### src/rtl/assert_macros.svh
// ----------------------------------------------------------------------------
// assert_macros.svh
// Assertion shorthands shared by the RTL. Each check is clocked on the given
// clock and switched off while the active-low reset is asserted.
// ----------------------------------------------------------------------------
`ifndef ASSERT_MACROS_SVH
`define ASSERT_MACROS_SVH

// Check that cons holds in every cycle in which ante holds.
`define ASSERT_IMPLIES(label, clk, rst_n, ante, cons, msg) \
    label: assert property (@(posedge clk) disable iff (!rst_n) (ante) |-> (cons)) \
        else $error(msg);

// Check that expr never holds.
`define ASSERT_NEVER(label, clk, rst_n, expr, msg) \
    label: assert property (@(posedge clk) disable iff (!rst_n) !(expr)) \
        else $error(msg);

`endif

### src/rtl/es2c_pkg.sv
// ----------------------------------------------------------------------------
// es2c_pkg
// Constants, reciprocal multipliers, tables and the pipeline work type for
// the seconds-to-calendar converter.
// ----------------------------------------------------------------------------
package es2c_pkg;

    // Default width of the seconds input
    localparam int ES2C_SECONDS_W = 40;

    // Quotient bits retired by each long-division stage
    localparam int DIV_BITS_PER_STAGE = 4;

    // Output field widths
    localparam int SEC_W   = 6;
    localparam int MIN_W   = 6;
    localparam int HOUR_W  = 5;
    localparam int WDAY_W  = 3;
    localparam int YEAR_W  = 16;
    localparam int MONTH_W = 4;
    localparam int MDAY_W  = 5;

    // Time of day
    localparam int SECONDS_PER_MINUTE = 60;
    localparam int SECONDS_PER_HOUR   = 3600;
    localparam int SECONDS_PER_DAY    = 86400;
    localparam int HOURS_PER_DAY      = 24;
    localparam int SOD_W              = 17;   // second of day
    localparam int SOH_W              = 12;   // second of hour

    // Calendar eras of 400 years, counted from 0000-03-01
    localparam int ERA_DAYS      = 146097;
    localparam int ERA_YEARS     = 400;
    localparam int DAYS_PER_YEAR = 365;
    localparam int DOE_W         = 18;        // day of era
    localparam int YOE_W         = 9;         // year of era
    localparam int DOY_W         = 9;         // day of March-based year
    localparam int MP_W          = 4;         // March-based month index
    localparam int MP_ARG_W      = 11;        // 5 * doy + 2

    // Seconds from 0000-03-01 to 1970-01-01, a whole number of days
    localparam longint unsigned EPOCH_SEC_OFFSET = 64'd719468 * 64'd86400;
    localparam int EPOCH_OFFSET_W = 36;

    // Weekday: day of era 0 falls on a Wednesday, Sunday codes as 1
    localparam int DOE_WDAY_BIAS  = 3;
    localparam int WEEKDAY_SUNDAY = 1;

    // Month mapping from the March-based index
    localparam int MP_JANUARY    = 10;
    localparam int MP_MARCH_ADD  = 3;
    localparam int MP_JAN_SUB    = 9;
    localparam int MONTHS_PER_YR = 12;
    localparam int MONTH_FEB     = 2;
    localparam int FEB_MAX_DAYS  = 29;

    // Floor division by constants: x * MUL >> SH is exact for x < 2**XW
    // with SH = XW + clog2(divisor).
    localparam int Q1460_SH = DOE_W + $clog2(1460);
    localparam longint unsigned Q1460_MUL = ((64'd1 << Q1460_SH) + 1460 - 1) / 1460;
    localparam int Q1460_W  = 7;

    localparam int Q36524_SH = DOE_W + $clog2(36524);
    localparam longint unsigned Q36524_MUL =
        ((64'd1 << Q36524_SH) + 36524 - 1) / 36524;
    localparam int Q36524_W  = 3;

    localparam int Q365_SH = DOE_W + $clog2(DAYS_PER_YEAR);
    localparam longint unsigned Q365_MUL =
        ((64'd1 << Q365_SH) + DAYS_PER_YEAR - 1) / DAYS_PER_YEAR;

    localparam int Q100_SH = YOE_W + $clog2(100);
    localparam longint unsigned Q100_MUL = ((64'd1 << Q100_SH) + 100 - 1) / 100;
    localparam int Q100_W  = 2;

    localparam int Q3600_SH = SOD_W + $clog2(SECONDS_PER_HOUR);
    localparam longint unsigned Q3600_MUL =
        ((64'd1 << Q3600_SH) + SECONDS_PER_HOUR - 1) / SECONDS_PER_HOUR;

    localparam int Q60_SH = SOH_W + $clog2(SECONDS_PER_MINUTE);
    localparam longint unsigned Q60_MUL =
        ((64'd1 << Q60_SH) + SECONDS_PER_MINUTE - 1) / SECONDS_PER_MINUTE;

    localparam int Q153_SH = MP_ARG_W + $clog2(153);
    localparam longint unsigned Q153_MUL = ((64'd1 << Q153_SH) + 153 - 1) / 153;

    // Number of register stages after the two long divisions
    localparam int TAIL_STAGES = 7;

    // Fields carried through the date and time stages
    typedef struct packed {
        logic [DOE_W-1:0]    doe;
        logic [YEAR_W-1:0]   era_lo;
        logic [SOD_W-1:0]    sod;
        logic [Q1460_W-1:0]  q1460;
        logic [Q36524_W-1:0] q36524;
        logic                last_day;
        logic [DOE_W-1:0]    num;
        logic [YOE_W-1:0]    yoe;
        logic [DOE_W-1:0]    p365;
        logic [Q100_W-1:0]   c100;
        logic [DOY_W-1:0]    doy;
        logic [MP_W-1:0]     mp;
        logic [HOUR_W-1:0]   hour;
        logic [SOH_W-1:0]    soh;
        logic [MIN_W-1:0]    minute;
        logic [SEC_W-1:0]    second;
        logic [WDAY_W-1:0]   weekday;
        logic [YEAR_W-1:0]   year;
        logic [MONTH_W-1:0]  month;
        logic [MDAY_W-1:0]   mday;
    } cal_work_t;

    // First day of each March-based month, counted within the year
    function automatic logic [DOY_W-1:0] month_start(input logic [MP_W-1:0] mp);
        logic [DOY_W-1:0] first;
        case (mp)
            4'd0:    first = 9'd0;
            4'd1:    first = 9'd31;
            4'd2:    first = 9'd61;
            4'd3:    first = 9'd92;
            4'd4:    first = 9'd122;
            4'd5:    first = 9'd153;
            4'd6:    first = 9'd184;
            4'd7:    first = 9'd214;
            4'd8:    first = 9'd245;
            4'd9:    first = 9'd275;
            4'd10:   first = 9'd306;
            4'd11:   first = 9'd337;
            default: first = 9'd0;
        endcase
        return first;
    endfunction

    // Residue mod 7 by folding octal digits (8 is 1 mod 7)
    function automatic logic [WDAY_W-1:0] mod7_doe(input logic [DOE_W-1:0] x);
        logic [5:0] sum1;
        logic [3:0] sum2;
        logic [3:0] sum3;
        sum1 = 6'(x[2:0]) + 6'(x[5:3]) + 6'(x[8:6]) + 6'(x[11:9])
             + 6'(x[14:12]) + 6'(x[17:15]);
        sum2 = 4'(sum1[2:0]) + 4'(sum1[5:3]);
        sum3 = 4'(sum2[2:0]) + 4'(sum2[3]);
        return (sum3 >= 4'd7) ? 3'(sum3 - 4'd7) : sum3[2:0];
    endfunction

endpackage

### src/rtl/epoch_seconds_to_calendar_core.sv
// ----------------------------------------------------------------------------
// epoch_seconds_to_calendar_core
// Streaming converter from seconds since 1970-01-01 00:00:00 to Gregorian
// date, time of day and day of week.
// ----------------------------------------------------------------------------
// The block takes one item per clock while the output is not stalled and
// returns one result per item, in order. Two long divisions by constants,
// by seconds per day and by days per 400-year era, each retire four
// quotient bits per stage, and seven stages of reciprocal multiplies then
// split the day of era into year, month and day and the second of day
// into hours, minutes and seconds. Every stage has its own valid bit; a
// stalled output holds its result while empty stages upstream keep
// filling. Weekday is 1 for Sunday through 7 for Saturday; the year is
// given modulo 65536.
`include "assert_macros.svh"

module epoch_seconds_to_calendar_core
    import es2c_pkg::*;
#(
    parameter int SECONDS_WIDTH = ES2C_SECONDS_W
) (
    input  logic                     clk,
    input  logic                     rst_n,

    input  logic                     epoch_valid,
    output logic                     epoch_ready,
    input  logic [SECONDS_WIDTH-1:0] epoch_seconds,

    output logic                     cal_valid,
    input  logic                     cal_ready,
    output logic [SEC_W-1:0]         second_of_minute,
    output logic [MIN_W-1:0]         minute_of_hour,
    output logic [HOUR_W-1:0]        hour_of_day,
    output logic [WDAY_W-1:0]        weekday,
    output logic [YEAR_W-1:0]        year_number,
    output logic [MONTH_W-1:0]       month_number,
    output logic [MDAY_W-1:0]        day_of_month
);

    // Seconds from 0000-03-01, days from 0000-03-01, eras
    localparam int T_W = ((SECONDS_WIDTH > EPOCH_OFFSET_W) ? SECONDS_WIDTH
                                                           : EPOCH_OFFSET_W) + 1;
    localparam int Z_W = T_W - (SOD_W - 1);
    localparam int E_W = Z_W - (DOE_W - 1);

    // Long-division stage counts and padded work widths
    localparam int NS1 = (T_W + DIV_BITS_PER_STAGE - 1) / DIV_BITS_PER_STAGE;
    localparam int NS2 = (Z_W + DIV_BITS_PER_STAGE - 1) / DIV_BITS_PER_STAGE;
    localparam int TW1 = NS1 * DIV_BITS_PER_STAGE;
    localparam int TW2 = NS2 * DIV_BITS_PER_STAGE;
    localparam int NST = NS1 + NS2 + TAIL_STAGES;
    localparam int D2_BASE   = NS1;
    localparam int TAIL_BASE = NS1 + NS2;

    // Stage valid bits and flow control
    logic [NST-1:0] vld_reg;
    logic [NST-1:0] vld_in;
    logic [NST:0]   free;
    logic [NST-1:0] ld;

    // Stage payload registers
    logic [SOD_W-1:0] d1_rem_reg  [NS1];
    logic [TW1-1:0]   d1_work_reg [NS1];
    logic [SOD_W-1:0] d1_rem_next [NS1];
    logic [TW1-1:0]   d1_work_next[NS1];

    logic [DOE_W-1:0] d2_rem_reg  [NS2];
    logic [TW2-1:0]   d2_work_reg [NS2];
    logic [SOD_W-1:0] d2_sod_reg  [NS2];
    logic [DOE_W-1:0] d2_rem_next [NS2];
    logic [TW2-1:0]   d2_work_next[NS2];
    logic [SOD_W-1:0] d2_sod_next [NS2];

    cal_work_t tail_reg [TAIL_STAGES];
    cal_work_t tail_next[TAIL_STAGES];
    cal_work_t tail_seed;

    logic [T_W-1:0] total_sec;

    // Stage i takes a new item when it is empty or its item moves on
    assign free[NST] = cal_ready;
    for (genvar i = 0; i < NST; i++) begin : g_free
        assign free[i] = !vld_reg[i] || free[i+1];
    end

    assign vld_in      = {vld_reg[NST-2:0], epoch_valid};
    assign ld          = free[NST-1:0] & vld_in;
    assign epoch_ready = free[0];

    // Advance valid bits
    always_ff @(posedge clk or negedge rst_n)
    begin
        if (!rst_n)
        begin
            vld_reg <= '0;
        end
        else
        begin
            vld_reg <= (free[NST-1:0] & vld_in) | (~free[NST-1:0] & vld_reg);
        end
    end

    // Rebase the count to 0000-03-01
    assign total_sec = T_W'(epoch_seconds) + T_W'(EPOCH_SEC_OFFSET);

    // Divide by seconds per day, four quotient bits per stage
    for (genvar s = 0; s < NS1; s++) begin : g_d1
        logic [SOD_W-1:0] rem_in;
        logic [TW1-1:0]   work_in;

        if (s == 0) begin : g_first
            assign rem_in  = '0;
            assign work_in = TW1'(total_sec);
        end
        else begin : g_chain
            assign rem_in  = d1_rem_reg[s-1];
            assign work_in = d1_work_reg[s-1];
        end

        always_comb
        begin : p_step
            logic [SOD_W:0]   trial;
            logic [SOD_W-1:0] rem_v;
            logic [TW1-1:0]   work_v;
            rem_v  = rem_in;
            work_v = work_in;
            for (int b = 0; b < DIV_BITS_PER_STAGE; b++)
            begin
                trial = {rem_v, work_v[TW1-1]};
                if (trial >= (SOD_W+1)'(SECONDS_PER_DAY))
                begin
                    trial  = trial - (SOD_W+1)'(SECONDS_PER_DAY);
                    work_v = {work_v[TW1-2:0], 1'b1};
                end
                else
                begin
                    work_v = {work_v[TW1-2:0], 1'b0};
                end
                rem_v = trial[SOD_W-1:0];
            end
            d1_rem_next[s]  = rem_v;
            d1_work_next[s] = work_v;
        end
    end

    // Divide days by days per era, carry the second of day along
    for (genvar s = 0; s < NS2; s++) begin : g_d2
        logic [DOE_W-1:0] rem_in;
        logic [TW2-1:0]   work_in;
        logic [SOD_W-1:0] sod_in;

        if (s == 0) begin : g_first
            assign rem_in  = '0;
            assign work_in = TW2'(d1_work_reg[NS1-1][Z_W-1:0]);
            assign sod_in  = d1_rem_reg[NS1-1];
        end
        else begin : g_chain
            assign rem_in  = d2_rem_reg[s-1];
            assign work_in = d2_work_reg[s-1];
            assign sod_in  = d2_sod_reg[s-1];
        end

        always_comb
        begin : p_step
            logic [DOE_W:0]   trial;
            logic [DOE_W-1:0] rem_v;
            logic [TW2-1:0]   work_v;
            rem_v  = rem_in;
            work_v = work_in;
            for (int b = 0; b < DIV_BITS_PER_STAGE; b++)
            begin
                trial = {rem_v, work_v[TW2-1]};
                if (trial >= (DOE_W+1)'(ERA_DAYS))
                begin
                    trial  = trial - (DOE_W+1)'(ERA_DAYS);
                    work_v = {work_v[TW2-2:0], 1'b1};
                end
                else
                begin
                    work_v = {work_v[TW2-2:0], 1'b0};
                end
                rem_v = trial[DOE_W-1:0];
            end
            d2_rem_next[s]  = rem_v;
            d2_work_next[s] = work_v;
            d2_sod_next[s]  = sod_in;
        end
    end

    // Seed the date and time stages from the era division
    always_comb
    begin
        tail_seed        = '0;
        tail_seed.doe    = d2_rem_reg[NS2-1];
        tail_seed.sod    = d2_sod_reg[NS2-1];
        tail_seed.era_lo = YEAR_W'(d2_work_reg[NS2-1][E_W-1:0]);
    end

    // Date and time stages
    for (genvar k = 0; k < TAIL_STAGES; k++) begin : g_tail
        cal_work_t cur;
        cal_work_t nxt;

        if (k == 0) begin : g_first
            assign cur = tail_seed;
        end
        else begin : g_chain
            assign cur = tail_reg[k-1];
        end

        assign tail_next[k] = nxt;

        if (k == 0) begin : g_stage_a
            // Split out century and leap corrections, hour, weekday, era years
            always_comb
            begin : p_calc
                logic [2*DOE_W:0] prod_1460;
                logic [2*DOE_W:0] prod_36524;
                logic [2*SOD_W:0] prod_3600;
                prod_1460  = (2*DOE_W+1)'(cur.doe) * (2*DOE_W+1)'(Q1460_MUL);
                prod_36524 = (2*DOE_W+1)'(cur.doe) * (2*DOE_W+1)'(Q36524_MUL);
                prod_3600  = (2*SOD_W+1)'(cur.sod) * (2*SOD_W+1)'(Q3600_MUL);
                nxt          = cur;
                nxt.q1460    = prod_1460[Q1460_SH +: Q1460_W];
                nxt.q36524   = prod_36524[Q36524_SH +: Q36524_W];
                nxt.last_day = (cur.doe == DOE_W'(ERA_DAYS - 1));
                nxt.hour     = prod_3600[Q3600_SH +: HOUR_W];
                nxt.weekday  = mod7_doe(cur.doe + DOE_W'(DOE_WDAY_BIAS))
                             + WDAY_W'(WEEKDAY_SUNDAY);
                nxt.year     = cur.era_lo * YEAR_W'(ERA_YEARS);
            end
        end
        else if (k == 1) begin : g_stage_b
            // Form the day count that divides evenly into years; second of hour
            always_comb
            begin
                nxt     = cur;
                nxt.num = cur.doe - DOE_W'(cur.q1460) + DOE_W'(cur.q36524)
                        - DOE_W'(cur.last_day);
                nxt.soh = SOH_W'(cur.sod - SOD_W'(cur.hour) * SOD_W'(SECONDS_PER_HOUR));
            end
        end
        else if (k == 2) begin : g_stage_c
            // Year of era and minute
            always_comb
            begin : p_calc
                logic [2*DOE_W:0] prod_365;
                logic [2*SOH_W:0] prod_60;
                prod_365   = (2*DOE_W+1)'(cur.num) * (2*DOE_W+1)'(Q365_MUL);
                prod_60    = (2*SOH_W+1)'(cur.soh) * (2*SOH_W+1)'(Q60_MUL);
                nxt        = cur;
                nxt.yoe    = prod_365[Q365_SH +: YOE_W];
                nxt.minute = prod_60[Q60_SH +: MIN_W];
            end
        end
        else if (k == 3) begin : g_stage_d
            // Days in whole years of era, century count, second, year sum
            always_comb
            begin : p_calc
                logic [2*YOE_W:0] prod_100;
                prod_100   = (2*YOE_W+1)'(cur.yoe) * (2*YOE_W+1)'(Q100_MUL);
                nxt        = cur;
                nxt.p365   = DOE_W'(cur.yoe) * DOE_W'(DAYS_PER_YEAR);
                nxt.c100   = prod_100[Q100_SH +: Q100_W];
                nxt.second = SEC_W'(cur.soh - SOH_W'(cur.minute)
                                              * SOH_W'(SECONDS_PER_MINUTE));
                nxt.year   = cur.year + YEAR_W'(cur.yoe);
            end
        end
        else if (k == 4) begin : g_stage_e
            // Day within the March-based year
            always_comb
            begin
                nxt     = cur;
                nxt.doy = DOY_W'(cur.doe - (cur.p365 + DOE_W'(cur.yoe[YOE_W-1:2])
                                            - DOE_W'(cur.c100)));
            end
        end
        else if (k == 5) begin : g_stage_f
            // March-based month index
            always_comb
            begin : p_calc
                logic [MP_ARG_W-1:0]   mp_arg;
                logic [2*MP_ARG_W:0]   prod_153;
                mp_arg   = (MP_ARG_W'(cur.doy) << 2) + MP_ARG_W'(cur.doy) + MP_ARG_W'(2);
                prod_153 = (2*MP_ARG_W+1)'(mp_arg) * (2*MP_ARG_W+1)'(Q153_MUL);
                nxt      = cur;
                nxt.mp   = prod_153[Q153_SH +: MP_W];
            end
        end
        else begin : g_stage_g
            // Day of month, civil month, carry January and February to next year
            always_comb
            begin
                nxt      = cur;
                nxt.mday = MDAY_W'(cur.doy - month_start(cur.mp) + DOY_W'(1));
                if (cur.mp < MP_W'(MP_JANUARY))
                begin
                    nxt.month = cur.mp + MONTH_W'(MP_MARCH_ADD);
                    nxt.year  = cur.year;
                end
                else
                begin
                    nxt.month = cur.mp - MONTH_W'(MP_JAN_SUB);
                    nxt.year  = cur.year + YEAR_W'(1);
                end
            end
        end
    end

    // Load stage payloads
    always_ff @(posedge clk)
    begin
        for (int s = 0; s < NS1; s++)
        begin
            if (ld[s])
            begin
                d1_rem_reg[s]  <= d1_rem_next[s];
                d1_work_reg[s] <= d1_work_next[s];
            end
        end
        for (int s = 0; s < NS2; s++)
        begin
            if (ld[D2_BASE + s])
            begin
                d2_rem_reg[s]  <= d2_rem_next[s];
                d2_work_reg[s] <= d2_work_next[s];
                d2_sod_reg[s]  <= d2_sod_next[s];
            end
        end
        for (int k = 0; k < TAIL_STAGES; k++)
        begin
            if (ld[TAIL_BASE + k])
            begin
                tail_reg[k] <= tail_next[k];
            end
        end
    end

    // Drive the result item
    assign cal_valid        = vld_reg[NST-1];
    assign second_of_minute = tail_reg[TAIL_STAGES-1].second;
    assign minute_of_hour   = tail_reg[TAIL_STAGES-1].minute;
    assign hour_of_day      = tail_reg[TAIL_STAGES-1].hour;
    assign weekday          = tail_reg[TAIL_STAGES-1].weekday;
    assign year_number      = tail_reg[TAIL_STAGES-1].year;
    assign month_number     = tail_reg[TAIL_STAGES-1].month;
    assign day_of_month     = tail_reg[TAIL_STAGES-1].mday;

    // Check division remainders and result ranges
    `ASSERT_NEVER(a_sod_range, clk, rst_n, vld_reg[NS1-1] && (d1_rem_reg[NS1-1] >= SOD_W'(SECONDS_PER_DAY)), "second of day out of range")
    `ASSERT_NEVER(a_doe_range, clk, rst_n, vld_reg[TAIL_BASE-1] && (d2_rem_reg[NS2-1] >= DOE_W'(ERA_DAYS)), "day of era out of range")
    `ASSERT_IMPLIES(a_time_range, clk, rst_n, cal_valid, (hour_of_day < HOUR_W'(HOURS_PER_DAY)) && (minute_of_hour < MIN_W'(SECONDS_PER_MINUTE)) && (second_of_minute < SEC_W'(SECONDS_PER_MINUTE)), "time of day out of range")
    `ASSERT_IMPLIES(a_date_range, clk, rst_n, cal_valid, (month_number != '0) && (month_number <= MONTH_W'(MONTHS_PER_YR)) && (day_of_month != '0) && (weekday != '0) && ((month_number != MONTH_W'(MONTH_FEB)) || (day_of_month <= MDAY_W'(FEB_MAX_DAYS))), "calendar date out of range")

endmodule
### config.mk
export PLATFORM = sky130hd
export DESIGN_NAME = epoch_seconds_to_calendar_core
export DESIGN_NICKNAME = d
export VERILOG_FILES = /design/src/rtl/es2c_pkg.sv /design/src/rtl/epoch_seconds_to_calendar_core.sv
export VERILOG_INCLUDE_DIRS = /design/src /design/src/rtl
export SDC_FILE = /design/constraint.sdc
export NUM_CORES = 2
export LEC_CHECK = 0
export ABC_AREA = 1
export BUFFER_PORTS_ARGS = -buffer_cell sky130_fd_sc_hd__buf_4
export CAP_MARGIN = 20
export CORE_MARGIN = 2
export CORE_UTILIZATION = 50
export DETAILED_ROUTE_END_ITERATION = 8
export PLACE_DENSITY_LB_ADDON = 0.05
export SLEW_MARGIN = 20
export SYNTH_ARGS = -nofsm -noshare
export SYNTH_HDL_FRONTEND = slang
export SYNTH_SLANG_ARGS = --single-unit
### constraint.sdc
create_clock -name clk -period 17.75 [get_ports clk]
set_input_delay 0.8875 -clock clk [delete_from_list [all_inputs] [get_ports clk]]
set_output_delay 0.8875 -clock clk [all_outputs]
set_load 0.01 [all_outputs]
# After elaboration in Yosys (flattened, before gate mapping)

Memory sizes are Yosys's and may differ from the RTL's.
Cells that the tools add are included.
W data, S select, Z words.

Multipliers: 11
Eq/ne operators: 1
Muxes and demuxes: 184
Bitwise logic cells: 4
Add/sub/neg operators: 93
Reduce and logical (&&, ||, !) cells: 50
Magnitude comparators: 68

Operators with widths:

| kind                     | number |
|---|---|
| $ge A18 B17 Y1 const B   | 40 |
| $mux W17                 | 41 |
| $sub A17 B17 Y17 const B | 40 |
| $ge A19 B18 Y1 const B   | 24 |
| $mux W18                 | 25 |
| $sub A18 B18 Y18 const B | 24 |
| $mux W1                  | 116 |
| $mul A18 B16 Y33 const B | 2 |
| $and A25 B25 Y25         | 2 |
| $add A40 B36 Y41 const B | 1 |
| $mul A18 B19 Y37 const B | 1 |
| $mul A17 B18 Y34 const B | 1 |
| $logic_not A1 Y1         | 25 |
| $logic_or A1 B1 Y1       | 25 |
| $not A25 Y25             | 1 |
| $or A25 B25 Y25          | 1 |
| $mul A11 B12 Y23 const B | 1 |
| $mul A12 B12 Y23 const B | 1 |
| $mux W20                 | 1 |
| $add A18 B2 Y18 const B  | 1 |
| $add A18 B3 Y18          | 1 |
| $eq A18 B18 Y1 const B   | 1 |
| $ge A1 B18 Y1 const B    | 1 |
| $mul A9 B9 Y18 const B   | 1 |
| 32 further kinds         | 34 |

Logic and storage cells: 419
RAM bits: 2365
Bits in registers: 25
Memory bits (read-only): 144
Memories kept: 7
Input bits: 44

Memory list:

| name            | depth | bits a word | read ports | clocked after memory_dff | write ports | RTL line                             | source |
|---|---|---|---|---|---|---|---|
| tail_reg        | 7     | 179         | 7          | 0                        | 7           | epoch_seconds_to_calendar_core.sv:74 | `cal_work_t tail_reg [TAIL_STAGES];` |
| d1_work_reg     | 11    | 44          | 11         | 0                        | 11          | epoch_seconds_to_calendar_core.sv:63 | `logic [TW1-1:0] d1_work_reg [NS1];` |
| d2_work_reg     | 7     | 28          | 7          | 0                        | 7           | epoch_seconds_to_calendar_core.sv:68 | `logic [TW2-1:0] d2_work_reg [NS2];` |
| d1_rem_reg      | 11    | 17          | 11         | 0                        | 11          | epoch_seconds_to_calendar_core.sv:62 | `logic [SOD_W-1:0] d1_rem_reg [NS1];` |
| (no name shown) | 16    | 9           | 1          | 0                        | 0           | es2c_pkg.sv:117                      | `case (mp)` |
| d2_rem_reg      | 7     | 18          | 7          | 0                        | 7           | epoch_seconds_to_calendar_core.sv:67 | `logic [DOE_W-1:0] d2_rem_reg [NS2];` |
| 1 more memories | n/a   | n/a         | n/a        | n/a                      | n/a         | n/a                                  |  |

# Longest topological paths before layout

Depth in word-level cells: 29
Depth in mapped cells: 45

# Worst setup path before layout

OpenSTA, ideal clock, no wires.

Kind: register to register
Start: memory d2_rem_reg[6][2]
End: memory tail_reg[0][27] (netlist bit) (data pin)
Setup slack: 11448 ps
Period minus slack after synthesis: 6302 ps
Required time: 17491 ps
Cell stages (with the launch flop): 29
Arrival: 6043 ps
Path through: edfxtp_1 > ha_1 > a21oi_1 > nor2_1 > nand2_1 > nor3_1 > nand3_1 > nor2_1 > xor2_1 > fa_1 > inv_1 > fa_1 > fa_1 > inv_1 > ha_1 > inv_1 > fa_1 > xor2_1 > ha_1 > nand3_1 > nand2_1 > ha_1 > ha_1 > ha_1 > nand2_1 > nand2_1 > mux2_2 > ha_1 > xnor2_1

RTL lines:

| item               | RTL line |
|---|---|
| start: declaration | epoch_seconds_to_calendar_core.sv:67 |
| end: declaration   | epoch_seconds_to_calendar_core.sv:74 |

==> flow_summary.yaml <==
setup_path:
  critPathMaxStageDelay_ns: 0.35
  crit_type: "flip-flop to output port"
  crit_fanout: 4
  worstPathRequired_ns: 16.86
  path_common_cell: "nor2_1"
  crit_arrival_ns: 6.88
  end_kind: "output port"
  ff2ff_setup_slack_ns: 10.59
  worst_setup_path_start_kind: "flip-flop"
  slowest_stage: "nor2_1"
sta:
  max_slew_margin_pct: 34.7
  rsz0062_at_grt: "no"
  final.setup.tns_ns: 0
  setup_viol: 0
  worst_pin_slew_ns: 0.979
  max_freq_mhz: 129
  final.min_clock_period_ns: 7.76
  skew_ns: 0.0706
  finalHoldWorstSlack_ns: 0.293
  fin_crit_sh_pct: 43.7
  hold_viol: 0
  finalMaxSlewViolations: 0
finish:
  diodes: 0
  area_growth_syn_to_layout_pct: 9.19
  drive_gt1_share_pct: 6.90
  multi_input_area_um2: 38900
  largest_reg_flops: 364
  fillers: 13733
  regArea_um2: 34200
  fin_nets: 9070
  fin_area_um2: 86000
synthesis:
  netlist_area_um2: 78700
  synth_edf_count: 1118
  ys_top_cells_by_count: "nand2_1 (1384), inv_1 (1343), edfxtp_1 (1118), ha_1 (907), fa_1 (488)"
  synth-seq-area-share_pct: 43.4
  async_flop_share_pct: 2.19
  syn_avg_cell_area_um2: 10.6
  synth.most_common_cell: "nand2_1"
  synthTopCellsByArea: "edfxtp_1 (43%), ha_1 (14%), fa_1 (12%)"
  synth.distinct_cells: 71
  synth-seq-cells: 1143
  ys.flop_type: "edfxtp_1"
  yosys_warnings: 0
  syn_inst: 7441
  syn-num-nets: 8880
  yosysTopAreaCellShare_pct: 42.6
  synth_area_leader_cell: "edfxtp_1"
cts:
  clockRootBuffer: "clkbuf_16"
  path_clk_slew_ns: 0.06
  tritoncts: "yes"
  post_cts_buffers: 0
  worstSkewPairLatency_ns: 0.77
  cts_buffers: 119
  htreeDepth: 3
  cts_resized: 0
  cts_max_path_buffers: 3
  cts_sinks: 1143
place:
  place.gp.congestion: 0.902
  placed_area_um2: 81900
  dp_hpwl_um: 120000
  io_buffers: 90
floorplan:
  design.core.area_um2: 156000
  start_util_pct: 50.3
  rows: 145
  die_w_um: 401
  pin_count: 91
  dieArea_um2: 161000
  die_y_um: 401
global_routing:
  grt_pass1_wl_um: 249000
  track_usage_pct: 19.0
  grt_antenna_before_repair: 0
  grt_pass1_vias: 48891
  grt_overflow: 0
  grt_max_degree: 60
detailed_routing:
  drt_iter0_markers: 2630
  wire_per_inst_um: 15.3
  antenna_left: 0
  drc: 0
  wl_um: 150000
  dr.pass1.iters: 5
  post_drt_via_cell_ratio: 4.99
  num_vias: 48818
min_path:
  hold_class: "input pin to flip-flop"
job:
  max-cap-violations: 0
run_status:
  status: "completed"
per-layer routing:
layer / track usage [%] / vias up / wire length (µm)
met5: 0 / - / 0
met4: 4.08 / 0 / 3040
met3: 2.67 / 179 / 5620
met2: 31.5 / 713 / 70400
met1: 26.7 / 23133 / 71000
li1: - / 24793 / -
logic make-up (layout without fill, tap and decap cells):
kind of cell	Yosys count	count (layout)	synth area share (%)
simple gates	2431	2431	13.3
buf+inv	1442	1735	7.23
fa+ha+maj	1395	1395	26.8
flops	1143	1143	43.4
compound gates	595	595	4.30
xor+xnor	431	431	4.82
mux	4	4	0.0540
cell type report:
type                       instances  area share (%)
multi-input combinational       4856            45.3
sequential                      1143            39.8
inverter                        1388            6.06
clock buffer                     156            3.75
tap                             2058            3.00
timing repair buffer             123            1.16
clock inverter                    68           0.946
worst max-delay path, delay by kind of cell, from the launching register on:
| family | cells | cell delay (ns) |
|---|---|---|
| buffers and inverters | 15 | 1.27 |
| flip-flops | 1 | 0.34 |
| AND/OR/NAND/NOR | 25 | 4.50 |
cell usage in the layout (no fill, tap or decap), types with 57 or more instances in the layout:
cell type	synthesis	routed
edfxtp_1	1118	1118
nand2_1	1384	1384
o21ai_0	191	191
clkbuf_16	0	120
xor2_1	339	339
ha_1	907	907
fa_1	488	488
nand2_2	57	57
inv_1	1343	1337
nor2_1	392	382
buf_4	16	118
xnor2_1	89	89
nand3_1	356	356
a21oi_1	220	217
nand4_1	90	90
metrics by stage:
stage | cells | worst slack (ns) | util [%]
3_3_place_gp | 9563 | 9.88 | 52.3
4_1_cts | 9791 | 9.82 | 55.0
6_report | 9792 | 9.99 | 55.0
2_1_floorplan | 7441 | 11.45 | -
5_1_grt | 9792 | 9.00 | 55.0
3_5_place_dp | 9566 | 10.00 | 52.4
path summary, 6_finish.rpt:
| path | from | end | cells past startpoint |
|---|---|---|---|
| min | epoch_seconds[5] | d1_work_reg[0][9] | 1 |
| min reg2reg | d2_sod_reg[4][13] | d2_sod_reg[5][13] | 0 |
| min in group asynchronous | rst_n | async pin | 2 |
| max reg2reg | d2_rem_reg[6][2] | tail_reg[0][27] | 28 |
| max in group asynchronous | rst_n | async pin | 2 |
| max | flip-flop | epoch_ready | 40 |
timing repair:
action | 4_1_cts | 5_1_grt
hold buffers | 1 | 0
setup endpoints to repair | 0 | 0
endpoints found under the hold margin | 7 | 0
Power is not shown: default switching activity piles up to over one toggle a cycle in this logic, so the estimate is an artifact.
